===== config.mk =====
export PLATFORM = sky130hd
export DESIGN_NAME = debounced_setpoint_to_pwm_compare_unit
export DESIGN_NICKNAME = d
export VERILOG_FILES = /design/src/hw/rtl/dspc_pkg.sv /design/src/hw/rtl/dspc_map.sv /design/src/hw/rtl/debounced_setpoint_to_pwm_compare_unit.sv
export SDC_FILE = /design/constraint.sdc
export NUM_CORES = 2
export LEC_CHECK = 0
export BUFFER_PORTS_ARGS = -buffer_cell sky130_fd_sc_hd__buf_2
export CAP_MARGIN = 20
export CORE_MARGIN = 1.5
export CORE_UTILIZATION = 55
export DETAILED_ROUTE_END_ITERATION = 12
export HOLD_SLACK_MARGIN = 0.03
export PLACE_DENSITY = 0.7
export SLEW_MARGIN = 5
export SYNTH_ARGS = -nofsm -noshare
export SYNTH_HDL_FRONTEND = slang
export SYNTH_SLANG_ARGS = --single-unit

===== constraint.sdc =====
create_clock -name clock -period 12.7 [get_ports clock]
set_input_delay 1.27 -clock clock [delete_from_list [all_inputs] [get_ports clock]]
set_output_delay 1.27 -clock clock [all_outputs]
set_load 0.02 [all_outputs]

===== src/hw/rtl/dspc_pkg.sv =====
// ----------------------------------------------------------------------------
// dspc_pkg: shared types and constants for the setpoint compare unit
// Register map, reset values, field widths, the compare map scaling and the
// step size rule used by the key logic.
// ----------------------------------------------------------------------------
package dspc_pkg;

   localparam int DEBOUNCE_SAMPLES = 16;

   localparam int MV_W       = 16;
   localparam int COUNT_W    = 16;
   localparam int CMP_W      = 16;
   localparam int OFFSET_W   = 32;
   localparam int STEP_W     = 4;
   localparam int CSR_ADDR_W = 5;
   localparam int CSR_DATA_W = 32;

   // register index, taken from the word address
   typedef enum logic [2:0] {
      REG_MAX_TARGET_MV = 3'd0,
      REG_REPEAT_AFTER  = 3'd1,
      REG_FAST_AFTER    = 3'd2,
      REG_KNEE_MV       = 3'd3,
      REG_SLOPE_LOW     = 3'd4,
      REG_OFFSET_LOW    = 3'd5,
      REG_SLOPE_HIGH    = 3'd6,
      REG_OFFSET_HIGH   = 3'd7
   } reg_index_type;

   localparam logic [MV_W-1:0]           RST_MAX_TARGET_MV = 16'd2000;
   localparam logic [COUNT_W-1:0]        RST_REPEAT_AFTER  = 16'd300;
   localparam logic [COUNT_W-1:0]        RST_FAST_AFTER    = 16'd1000;
   localparam logic [MV_W-1:0]           RST_KNEE_MV       = 16'd500;
   localparam logic [15:0]               RST_SLOPE_LOW     = 16'd15400;
   localparam logic signed [OFFSET_W-1:0] RST_OFFSET_LOW   = -32'sd20000;
   localparam logic [15:0]               RST_SLOPE_HIGH    = 16'd15326;
   localparam logic signed [OFFSET_W-1:0] RST_OFFSET_HIGH  = 32'sd26670;
   localparam logic [MV_W-1:0]           RST_TARGET_MV     = 16'd200;

   localparam logic [STEP_W-1:0] STEP_NONE = 4'd0;
   localparam logic [STEP_W-1:0] STEP_FINE = 4'd1;
   localparam logic [STEP_W-1:0] STEP_FAST = 4'd10;

   // compare map: (slope * mv + offset) / MAP_SCALE, saturated to CMP_W bits
   localparam longint MAP_SCALE   = 10000;
   localparam int     SUM_W       = 34;
   localparam int     REM_W       = 30;
   localparam int     PROD_W      = 32;
   localparam int     RECIP_SHIFT = 43;
   localparam longint RECIP_MULT  = ((longint'(1) << RECIP_SHIFT) + MAP_SCALE - 1) / MAP_SCALE;
   localparam longint SAT_SUM     = (longint'(1) << CMP_W) * MAP_SCALE;

   typedef struct packed {
      logic [MV_W-1:0]            knee_mv;
      logic [15:0]                slope_low;
      logic signed [OFFSET_W-1:0] offset_low;
      logic [15:0]                slope_high;
      logic signed [OFFSET_W-1:0] offset_high;
   } map_cfg_type;

   // step for a held key, from its hold count before this tick
   function automatic logic [STEP_W-1:0] step_size(
      input logic [COUNT_W-1:0] count,
      input logic [COUNT_W-1:0] repeat_after,
      input logic [COUNT_W-1:0] fast_after
   );
      logic [STEP_W-1:0] step;
      if (count == '0) begin
         step = STEP_FINE;
      end else if (count > fast_after) begin
         step = STEP_FAST;
      end else if (count > repeat_after) begin
         step = STEP_FINE;
      end else begin
         step = STEP_NONE;
      end
      return step;
   endfunction

endpackage


===== src/hw/rtl/dspc_map.sv =====
// ----------------------------------------------------------------------------
// dspc_map: pipelined two-segment linear map to a PWM compare value
// Segment select and multiply, offset add and range check, reciprocal
// multiply for the divide by the scale, then saturate into the output register.
// ----------------------------------------------------------------------------
module dspc_map (
   input  logic                         clock,
   input  logic                         reset,
   input  dspc_pkg::map_cfg_type        cfg,
   input  logic                         in_valid,
   output logic                         in_ready,
   input  logic [dspc_pkg::MV_W-1:0]    in_mv,
   output logic                         out_valid,
   input  logic                         out_ready,
   output logic [dspc_pkg::MV_W-1:0]    out_target_mv,
   output logic [dspc_pkg::CMP_W-1:0]   out_compare
);

   localparam int MV_W   = dspc_pkg::MV_W;
   localparam int CMP_W  = dspc_pkg::CMP_W;
   localparam int SUM_W  = dspc_pkg::SUM_W;
   localparam int REM_W  = dspc_pkg::REM_W;
   localparam int PROD_W = dspc_pkg::PROD_W;
   localparam int OFF_W  = dspc_pkg::OFFSET_W;
   localparam int QP_W   = 2 * REM_W;
   localparam logic [REM_W-1:0]   RECIP = REM_W'(dspc_pkg::RECIP_MULT);
   localparam logic [SUM_W-2:0]   SAT   = (SUM_W-1)'(dspc_pkg::SAT_SUM);

   // stage loads, from the output backwards
   logic out_ld, s4_ld, s3_ld, s2_ld, s1_ld;

   logic                    s1_valid_ff;
   logic [MV_W-1:0]         s1_mv_ff;
   logic                    s2_valid_ff;
   logic [MV_W-1:0]         s2_mv_ff;
   logic [PROD_W-1:0]       s2_prod_ff, s2_prod_in;
   logic signed [OFF_W-1:0] s2_offset_ff, s2_offset_in;
   logic                    s3_valid_ff;
   logic [MV_W-1:0]         s3_mv_ff;
   logic                    s3_neg_ff, s3_neg_in;
   logic                    s3_sat_ff, s3_sat_in;
   logic [REM_W-1:0]        s3_rem_ff;
   logic                    s4_valid_ff;
   logic [MV_W-1:0]         s4_mv_ff;
   logic                    s4_neg_ff, s4_sat_ff;
   logic [QP_W-1:0]         s4_qprod_ff, s4_qprod_in;
   logic                    out_valid_ff;
   logic [MV_W-1:0]         out_mv_ff;
   logic [CMP_W-1:0]        out_cmp_ff, out_cmp_in;

   logic [15:0]             slope_sel;
   logic signed [SUM_W-1:0] sum;

   assign out_ld   = !out_valid_ff || out_ready;
   assign s4_ld    = !s4_valid_ff || out_ld;
   assign s3_ld    = !s3_valid_ff || s4_ld;
   assign s2_ld    = !s2_valid_ff || s3_ld;
   assign s1_ld    = !s1_valid_ff || s2_ld;
   assign in_ready = s1_ld;

   always_comb begin
      if (s1_mv_ff <= cfg.knee_mv) begin
         slope_sel    = cfg.slope_low;
         s2_offset_in = cfg.offset_low;
      end else begin
         slope_sel    = cfg.slope_high;
         s2_offset_in = cfg.offset_high;
      end
      s2_prod_in = {16'b0, slope_sel} * {16'b0, s1_mv_ff};

      sum = $signed({2'b00, s2_prod_ff}) + $signed({{2{s2_offset_ff[OFF_W-1]}}, s2_offset_ff});
      s3_neg_in = sum[SUM_W-1];
      s3_sat_in = !sum[SUM_W-1] && (sum[SUM_W-2:0] >= SAT);

      s4_qprod_in = {{REM_W{1'b0}}, s3_rem_ff} * {{REM_W{1'b0}}, RECIP};

      if (s4_neg_ff) begin
         out_cmp_in = '0;
      end else if (s4_sat_ff) begin
         out_cmp_in = '1;
      end else begin
         out_cmp_in = s4_qprod_ff[dspc_pkg::RECIP_SHIFT +: CMP_W];
      end
   end

   always_ff @(posedge clock) begin
      if (reset) begin
         s1_valid_ff  <= 1'b0;
         s2_valid_ff  <= 1'b0;
         s3_valid_ff  <= 1'b0;
         s4_valid_ff  <= 1'b0;
         out_valid_ff <= 1'b0;
      end else begin
         if (s1_ld)  s1_valid_ff  <= in_valid;
         if (s2_ld)  s2_valid_ff  <= s1_valid_ff;
         if (s3_ld)  s3_valid_ff  <= s2_valid_ff;
         if (s4_ld)  s4_valid_ff  <= s3_valid_ff;
         if (out_ld) out_valid_ff <= s4_valid_ff;
      end
   end

   always_ff @(posedge clock) begin
      if (s1_ld && in_valid) begin
         s1_mv_ff <= in_mv;
      end
      if (s2_ld && s1_valid_ff) begin
         s2_mv_ff     <= s1_mv_ff;
         s2_prod_ff   <= s2_prod_in;
         s2_offset_ff <= s2_offset_in;
      end
      if (s3_ld && s2_valid_ff) begin
         s3_mv_ff  <= s2_mv_ff;
         s3_neg_ff <= s3_neg_in;
         s3_sat_ff <= s3_sat_in;
         s3_rem_ff <= sum[REM_W-1:0];
      end
      if (s4_ld && s3_valid_ff) begin
         s4_mv_ff    <= s3_mv_ff;
         s4_neg_ff   <= s3_neg_ff;
         s4_sat_ff   <= s3_sat_ff;
         s4_qprod_ff <= s4_qprod_in;
      end
      if (out_ld && s4_valid_ff) begin
         out_mv_ff  <= s4_mv_ff;
         out_cmp_ff <= out_cmp_in;
      end
   end

   assign out_valid     = out_valid_ff;
   assign out_target_mv = out_mv_ff;
   assign out_compare   = out_cmp_ff;

endmodule


===== src/hw/rtl/debounced_setpoint_to_pwm_compare_unit.sv =====
// ----------------------------------------------------------------------------
// debounced_setpoint_to_pwm_compare_unit: key debounce, setpoint and PWM map
// Debounces an up and a down key, steps a millivolt target with auto repeat
// and maps the target to a PWM compare value through two linear segments.
// ----------------------------------------------------------------------------
// A result passes the map registers s1 to s4 and then the output register.
// Throughput: one request per cycle while results are taken; key state updates
// in the accept cycle; the map is a five-register pipeline with per-stage flow control.
// Reset (synchronous, active high) clears histories and hold counts, sets the
// target to 200 mV, loads register defaults and empties the pipeline.
// ----------------------------------------------------------------------------
module debounced_setpoint_to_pwm_compare_unit #(
   parameter int DEBOUNCE_SAMPLES = dspc_pkg::DEBOUNCE_SAMPLES
) (
   input  logic                              clock,
   input  logic                              reset,
   // request: [0] up_pressed, [1] down_pressed, [7:2] zero
   input  logic                              req_tvalid,
   output logic                              req_tready,
   input  logic [7:0]                        req_tdata,
   // result: [15:0] target_mv, [31:16] compare_value
   output logic                              rsp_tvalid,
   input  logic                              rsp_tready,
   output logic [31:0]                       rsp_tdata,
   // register port
   input  logic                              csr_psel,
   input  logic                              csr_penable,
   input  logic                              csr_pwrite,
   input  logic [dspc_pkg::CSR_ADDR_W-1:0]   csr_paddr,
   input  logic [dspc_pkg::CSR_DATA_W-1:0]   csr_pwdata,
   output logic [dspc_pkg::CSR_DATA_W-1:0]   csr_prdata,
   output logic                              csr_pready
);

   localparam int N       = DEBOUNCE_SAMPLES;
   localparam int MV_W    = dspc_pkg::MV_W;
   localparam int COUNT_W = dspc_pkg::COUNT_W;
   localparam int STEP_W  = dspc_pkg::STEP_W;
   localparam int OFF_W   = dspc_pkg::OFFSET_W;
   localparam int DATA_W  = dspc_pkg::CSR_DATA_W;
   localparam int T_W     = MV_W + 2;   // room for carry and borrow
   localparam int CSR_ADDR_W_HI = dspc_pkg::CSR_ADDR_W - 1;

   // ---------------------------------------------------------------- registers
   logic [MV_W-1:0]         max_target_ff;
   logic [COUNT_W-1:0]      repeat_after_ff;
   logic [COUNT_W-1:0]      fast_after_ff;
   logic [MV_W-1:0]         knee_ff;
   logic [15:0]             slope_low_ff;
   logic signed [OFF_W-1:0] offset_low_ff;
   logic [15:0]             slope_high_ff;
   logic signed [OFF_W-1:0] offset_high_ff;

   dspc_pkg::reg_index_type csr_index;
   logic                    csr_write;

   assign csr_pready = 1'b1;
   assign csr_index  = dspc_pkg::reg_index_type'(csr_paddr[CSR_ADDR_W_HI:2]);
   assign csr_write  = csr_psel && csr_penable && csr_pwrite && csr_pready;

   always_ff @(posedge clock) begin
      if (reset) begin
         max_target_ff   <= dspc_pkg::RST_MAX_TARGET_MV;
         repeat_after_ff <= dspc_pkg::RST_REPEAT_AFTER;
         fast_after_ff   <= dspc_pkg::RST_FAST_AFTER;
         knee_ff         <= dspc_pkg::RST_KNEE_MV;
         slope_low_ff    <= dspc_pkg::RST_SLOPE_LOW;
         offset_low_ff   <= dspc_pkg::RST_OFFSET_LOW;
         slope_high_ff   <= dspc_pkg::RST_SLOPE_HIGH;
         offset_high_ff  <= dspc_pkg::RST_OFFSET_HIGH;
      end else if (csr_write) begin
         case (csr_index)
            dspc_pkg::REG_MAX_TARGET_MV: max_target_ff   <= csr_pwdata[MV_W-1:0];
            dspc_pkg::REG_REPEAT_AFTER:  repeat_after_ff <= csr_pwdata[COUNT_W-1:0];
            dspc_pkg::REG_FAST_AFTER:    fast_after_ff   <= csr_pwdata[COUNT_W-1:0];
            dspc_pkg::REG_KNEE_MV:       knee_ff         <= csr_pwdata[MV_W-1:0];
            dspc_pkg::REG_SLOPE_LOW:     slope_low_ff    <= csr_pwdata[15:0];
            dspc_pkg::REG_OFFSET_LOW:    offset_low_ff   <= $signed(csr_pwdata[OFF_W-1:0]);
            dspc_pkg::REG_SLOPE_HIGH:    slope_high_ff   <= csr_pwdata[15:0];
            dspc_pkg::REG_OFFSET_HIGH:   offset_high_ff  <= $signed(csr_pwdata[OFF_W-1:0]);
            default: ;
         endcase
      end
   end

   // read back, 16-bit registers zero extended
   always_comb begin
      case (csr_index)
         dspc_pkg::REG_MAX_TARGET_MV: csr_prdata = DATA_W'(max_target_ff);
         dspc_pkg::REG_REPEAT_AFTER:  csr_prdata = DATA_W'(repeat_after_ff);
         dspc_pkg::REG_FAST_AFTER:    csr_prdata = DATA_W'(fast_after_ff);
         dspc_pkg::REG_KNEE_MV:       csr_prdata = DATA_W'(knee_ff);
         dspc_pkg::REG_SLOPE_LOW:     csr_prdata = DATA_W'(slope_low_ff);
         dspc_pkg::REG_OFFSET_LOW:    csr_prdata = DATA_W'(offset_low_ff);
         dspc_pkg::REG_SLOPE_HIGH:    csr_prdata = DATA_W'(slope_high_ff);
         dspc_pkg::REG_OFFSET_HIGH:   csr_prdata = DATA_W'(offset_high_ff);
         default:                     csr_prdata = '0;
      endcase
   end

   // ---------------------------------------------------------------- key state
   logic [N-1:0]       up_hist_ff, up_hist_in;
   logic [N-1:0]       dn_hist_ff, dn_hist_in;
   logic [COUNT_W-1:0] up_count_ff, up_count_in;
   logic [COUNT_W-1:0] dn_count_ff, dn_count_in;
   logic [MV_W-1:0]    target_ff, target_in;

   logic               req_accept;
   logic               up_held, dn_held;
   logic [STEP_W-1:0]  up_step, dn_step;
   logic [T_W-1:0]     up_sum, dn_diff;
   logic [MV_W-1:0]    target_after_up;
   logic               map_ready;

   assign req_accept = req_tvalid && req_tready;
   assign req_tready = map_ready;

   always_comb begin
      // shift in the new samples; a key is held when its whole history is set
      up_hist_in = {up_hist_ff[N-2:0], req_tdata[0]};
      dn_hist_in = {dn_hist_ff[N-2:0], req_tdata[1]};
      up_held    = &up_hist_in;
      dn_held    = &dn_hist_in;

      up_step = dspc_pkg::step_size(up_count_ff, repeat_after_ff, fast_after_ff);
      dn_step = dspc_pkg::step_size(dn_count_ff, repeat_after_ff, fast_after_ff);

      // up first: step and clamp to the maximum
      up_sum = {2'b00, target_ff} + T_W'(up_step);
      if (!up_held) begin
         target_after_up = target_ff;
      end else if (up_sum > {2'b00, max_target_ff}) begin
         target_after_up = max_target_ff;
      end else begin
         target_after_up = up_sum[MV_W-1:0];
      end

      // then down: a borrow clamps to zero, a lowered maximum still clamps
      dn_diff = {2'b00, target_after_up} - T_W'(dn_step);
      if (!dn_held) begin
         target_in = target_after_up;
      end else if (dn_diff[T_W-1]) begin
         target_in = '0;
      end else if (dn_diff > {2'b00, max_target_ff}) begin
         target_in = max_target_ff;
      end else begin
         target_in = dn_diff[MV_W-1:0];
      end

      // hold counters saturate while held and drop to zero on release
      if (!up_held) begin
         up_count_in = '0;
      end else if (&up_count_ff) begin
         up_count_in = up_count_ff;
      end else begin
         up_count_in = up_count_ff + 1'b1;
      end
      if (!dn_held) begin
         dn_count_in = '0;
      end else if (&dn_count_ff) begin
         dn_count_in = dn_count_ff;
      end else begin
         dn_count_in = dn_count_ff + 1'b1;
      end
   end

   // advance the key state only on an accepted request
   always_ff @(posedge clock) begin
      if (reset) begin
         up_hist_ff  <= '0;
         dn_hist_ff  <= '0;
         up_count_ff <= '0;
         dn_count_ff <= '0;
         target_ff   <= dspc_pkg::RST_TARGET_MV;
      end else if (req_accept) begin
         up_hist_ff  <= up_hist_in;
         dn_hist_ff  <= dn_hist_in;
         up_count_ff <= up_count_in;
         dn_count_ff <= dn_count_in;
         target_ff   <= target_in;
      end
   end

   // ---------------------------------------------------------------- compare map
   dspc_pkg::map_cfg_type map_cfg;
   logic [MV_W-1:0]            rsp_target;
   logic [dspc_pkg::CMP_W-1:0] rsp_compare;

   assign map_cfg.knee_mv     = knee_ff;
   assign map_cfg.slope_low   = slope_low_ff;
   assign map_cfg.offset_low  = offset_low_ff;
   assign map_cfg.slope_high  = slope_high_ff;
   assign map_cfg.offset_high = offset_high_ff;

   // the new target enters the map pipeline with its request
   dspc_map u_map (
      .clock         (clock),
      .reset         (reset),
      .cfg           (map_cfg),
      .in_valid      (req_tvalid),
      .in_ready      (map_ready),
      .in_mv         (target_in),
      .out_valid     (rsp_tvalid),
      .out_ready     (rsp_tready),
      .out_target_mv (rsp_target),
      .out_compare   (rsp_compare)
   );

   assign rsp_tdata = {rsp_compare, rsp_target};

endmodule


==> impl_results.md <==
* Status: completed
* Clock skew at 0.0404 ns
* Fmax at 0.0896 GHz
* Setup TNS at 0 ns
* Drt pass-1 iters at 6
* Final max-slew violation count at 0
* Post-CTS Hold Buffers at 0
* Net count, final at 6122
* Vias per std cell at 5.65
* First-pass GRT wire length at 195000 µm
* Worst path bufs/invs at 3
* Max H-tree Level at 2
* I/O pins at 119
* Post-route DRC at 0
* CTS buffer count at 49
* Root Buffer: clkbuf_16
* Crit path top cell by count: ha_1
* Post-CTS Setup Bufs at 0
* Initial detailed-routing violation count at 3084
* Total GRT Usage at 0.294
* EDFF count, synth at 210
* Crit path largest cell delay at 0.59 ns
* Synthesized area at 47000 µm²
* Final Critical Period at 11.16 ns
* Initial core utilization at 0.558
* Post-layout util at 0.597
* P&R area growth vs syn at 6.97%
* Layout cells sized above 1 at 0.0667
* Number of global-route vias before repair at 34300
* Max Buffers Root-to-Sink at 3
* Clock sink count at 453
* # rows at 106
* Nature of the critical path endpoint: flop
* Hold Path Class: flop to flop
* Endpoints failing hold at 0
* Min Hold Slack at 0.406 ns
* # diodes at 0
* Number of setup violations in the final report at 0
* Vias at 34200
* Core footprint at 84100 µm²
* Post-DRT Antenna Nets at 0
* Routability cong. at 0.969
* DIE AREA at 87100 µm²
* Worst setup SP type: flop
* CTS tree: done
* DIE HEIGHT at 295 µm
* Critical path class: flop to flop
* Worst Path Arrival at 11.63 ns
* RSZ-0062 raised after global routing: false
* Largest net degree at the start of global routing at 91
* Routed len/inst at 20.8 µm
* Synthesized flop and latch total at 453
* DP HPWL at 98500 µm
* Clock latency on the worst-skew pair at 0.62 ns
* CP max stage cell: o211ai_1
* Fillers at 7201
* Non-Filler Instances at 6055
* Netlist cell types at 96
* Primary FF master, synth: dfxtp_1
* Synth Warn # at 0
* Required time worst endpoint at 13.17 ns
* Port bufs at 109
* MaxCap Viol Count at 0
* Register area share after synthesis at 0.238
* Die width at 295 µm
* Mean Syn Cell Area at 9.67 µm²
* Global route overflow at 0
* Total Wirelength at 126000 µm
* Crit-path leading delay family: compound AO/OA/AOI/OAI gates
* Synthesized instance count at 4855
* Async set-or-reset flop fraction in the synthesized netlist at 0
* Worst Max-Slew Pin Slew at 1.18 ns
* Synth Net Count at 6097
* Max-slew headroom at 0.215
* Max FO, Critical Path at 19
* Initial antenna violation count at 1
* Reg clk slew, reported paths at 0.07 ns
* Final cycle utilization of the critical path at 0.878
* Dpl cells at 5962
* Post_cts resized at 0
## path summary, 6_finish.rpt
check                            startpoint                                end  slack, ns  depth (start not counted)
max          fast_after_ff[11]$_SDFFE_PP0P_         target_ff[12]$_SDFFE_PP0P_       1.54                         45
min            u_map.s4_mv_ff[15]$_DFFE_PP_  u_map.out_target_mv[15]$_DFFE_PP_       0.41                          0
max reg2reg  fast_after_ff[11]$_SDFFE_PP0P_         target_ff[12]$_SDFFE_PP0P_       1.54                         45
min reg2reg    u_map.s4_mv_ff[15]$_DFFE_PP_  u_map.out_target_mv[15]$_DFFE_PP_       0.41                          0
## stage by stage
| stage | worst slack, ns | instance area [µm²] |
|---|---|---|
| final | 1.54 | 50200 |
| after global routing | 0.549 | 50200 |
| after CTS | 1.75 | 50200 |
| after detailed placement | 1.83 | 48600 |
| after global placement | 1.91 | 48600 |
| after floorplan | 3.30 | 47000 |
## synthesized netlist by cell type, types with 47 or more instances
master    number  area share
inv_1        960       0.077
ha_1         604        0.16
fa_1         586        0.25
nand2_1      577       0.046
a21oi_1      244       0.026
dfxtp_1      243        0.10
nor2_1       227       0.018
edfxtp_1     210        0.13
clkbuf_1     131       0.010
and2_1        83       0.011
xnor2_1       80       0.015
o21ai_0       60      0.0064
nand3_1       55      0.0059
nor2b_1       54      0.0072
mux2_2        52       0.012
xor2_1        47      0.0088
## flip-flops by register name (all words and copies together), names as in the netlist, 15 cells and up
name / cells
slope_high_ff: 16
u_map.s1_mv_ff: 16
repeat_after_ff: 16
up_hist_ff: 15
max_target_ff: 16
dn_hist_ff: 15
u_map.s3_mv_ff: 16
u_map.s2_offset_ff: 32
u_map.s3_rem_ff: 30
slope_low_ff: 16
knee_ff: 16
u_map.out_target_mv: 16
offset_low_ff: 32
u_map.s2_prod_ff: 32
fast_after_ff: 16
dn_count_ff: 16
up_count_ff: 16
u_map.s4_qprod_ff: 16
u_map.out_compare: 16
u_map.s4_mv_ff: 16
target_ff: 16
offset_high_ff: 32
u_map.s2_mv_ff: 16
## metal layers
layer  track usage  wire (µm)  vias to the layer above  share of wire
li1              -          -                    15800              -
met1         0.391      52300                    17000           0.42
met2         0.496      60400                     1184           0.48
met3        0.0351       7990                      272          0.063
met4         0.110       5270                        0          0.042
met5             0          0                        -              0
## cells in the final DEF (no fill, tap or decap), types with 44 or more instances in the layout
master       n
nor2_1     225
nand2_1    577
buf_2      108
and2_1      83
nand4_1     44
o21a_1      44
mux2_2      52
xnor2_1     80
o21ai_0     60
ha_1       604
inv_1      960
fa_1       586
a21oi_1    243
edfxtp_1   210
a21o_1      46
nand3_1     55
dfxtp_1    243
clkbuf_16   51
nor2b_1     52
xor2_1      47
## area by class of cell
cell class              instances  area, µm²  share of cell area
clock buffers                  55       1300              0.0259
clock inverters                37        355             0.00707
inverters                     962       3610              0.0719
multi-input cells            3276      31600               0.629
flip-flops and latches        453      11200               0.222
well taps                    1134       1420              0.0282
repair buffers                138        782              0.0156
## kinds of logic (layout without fill, tap and decap cells)
family | count (synthesis) | after routing | share of synthesized area
AND/OR/NAND/NOR | 1245 | 1245 | 0.124
adder cells (fa/ha/maj) | 1190 | 1190 | 0.411
buffers and inverters | 1126 | 1192 | 0.0912
AO/OA/AOI/OAI | 610 | 610 | 0.0854
flip-flops | 453 | 453 | 0.238
XOR/XNOR | 127 | 127 | 0.0237
multiplexers | 103 | 103 | 0.0265
other | 1 | 1 | 0.0000799
Power is left out: the tool's default activity adds up to more than one toggle a clock period on the data nets, which glitch-free logic cannot reach.
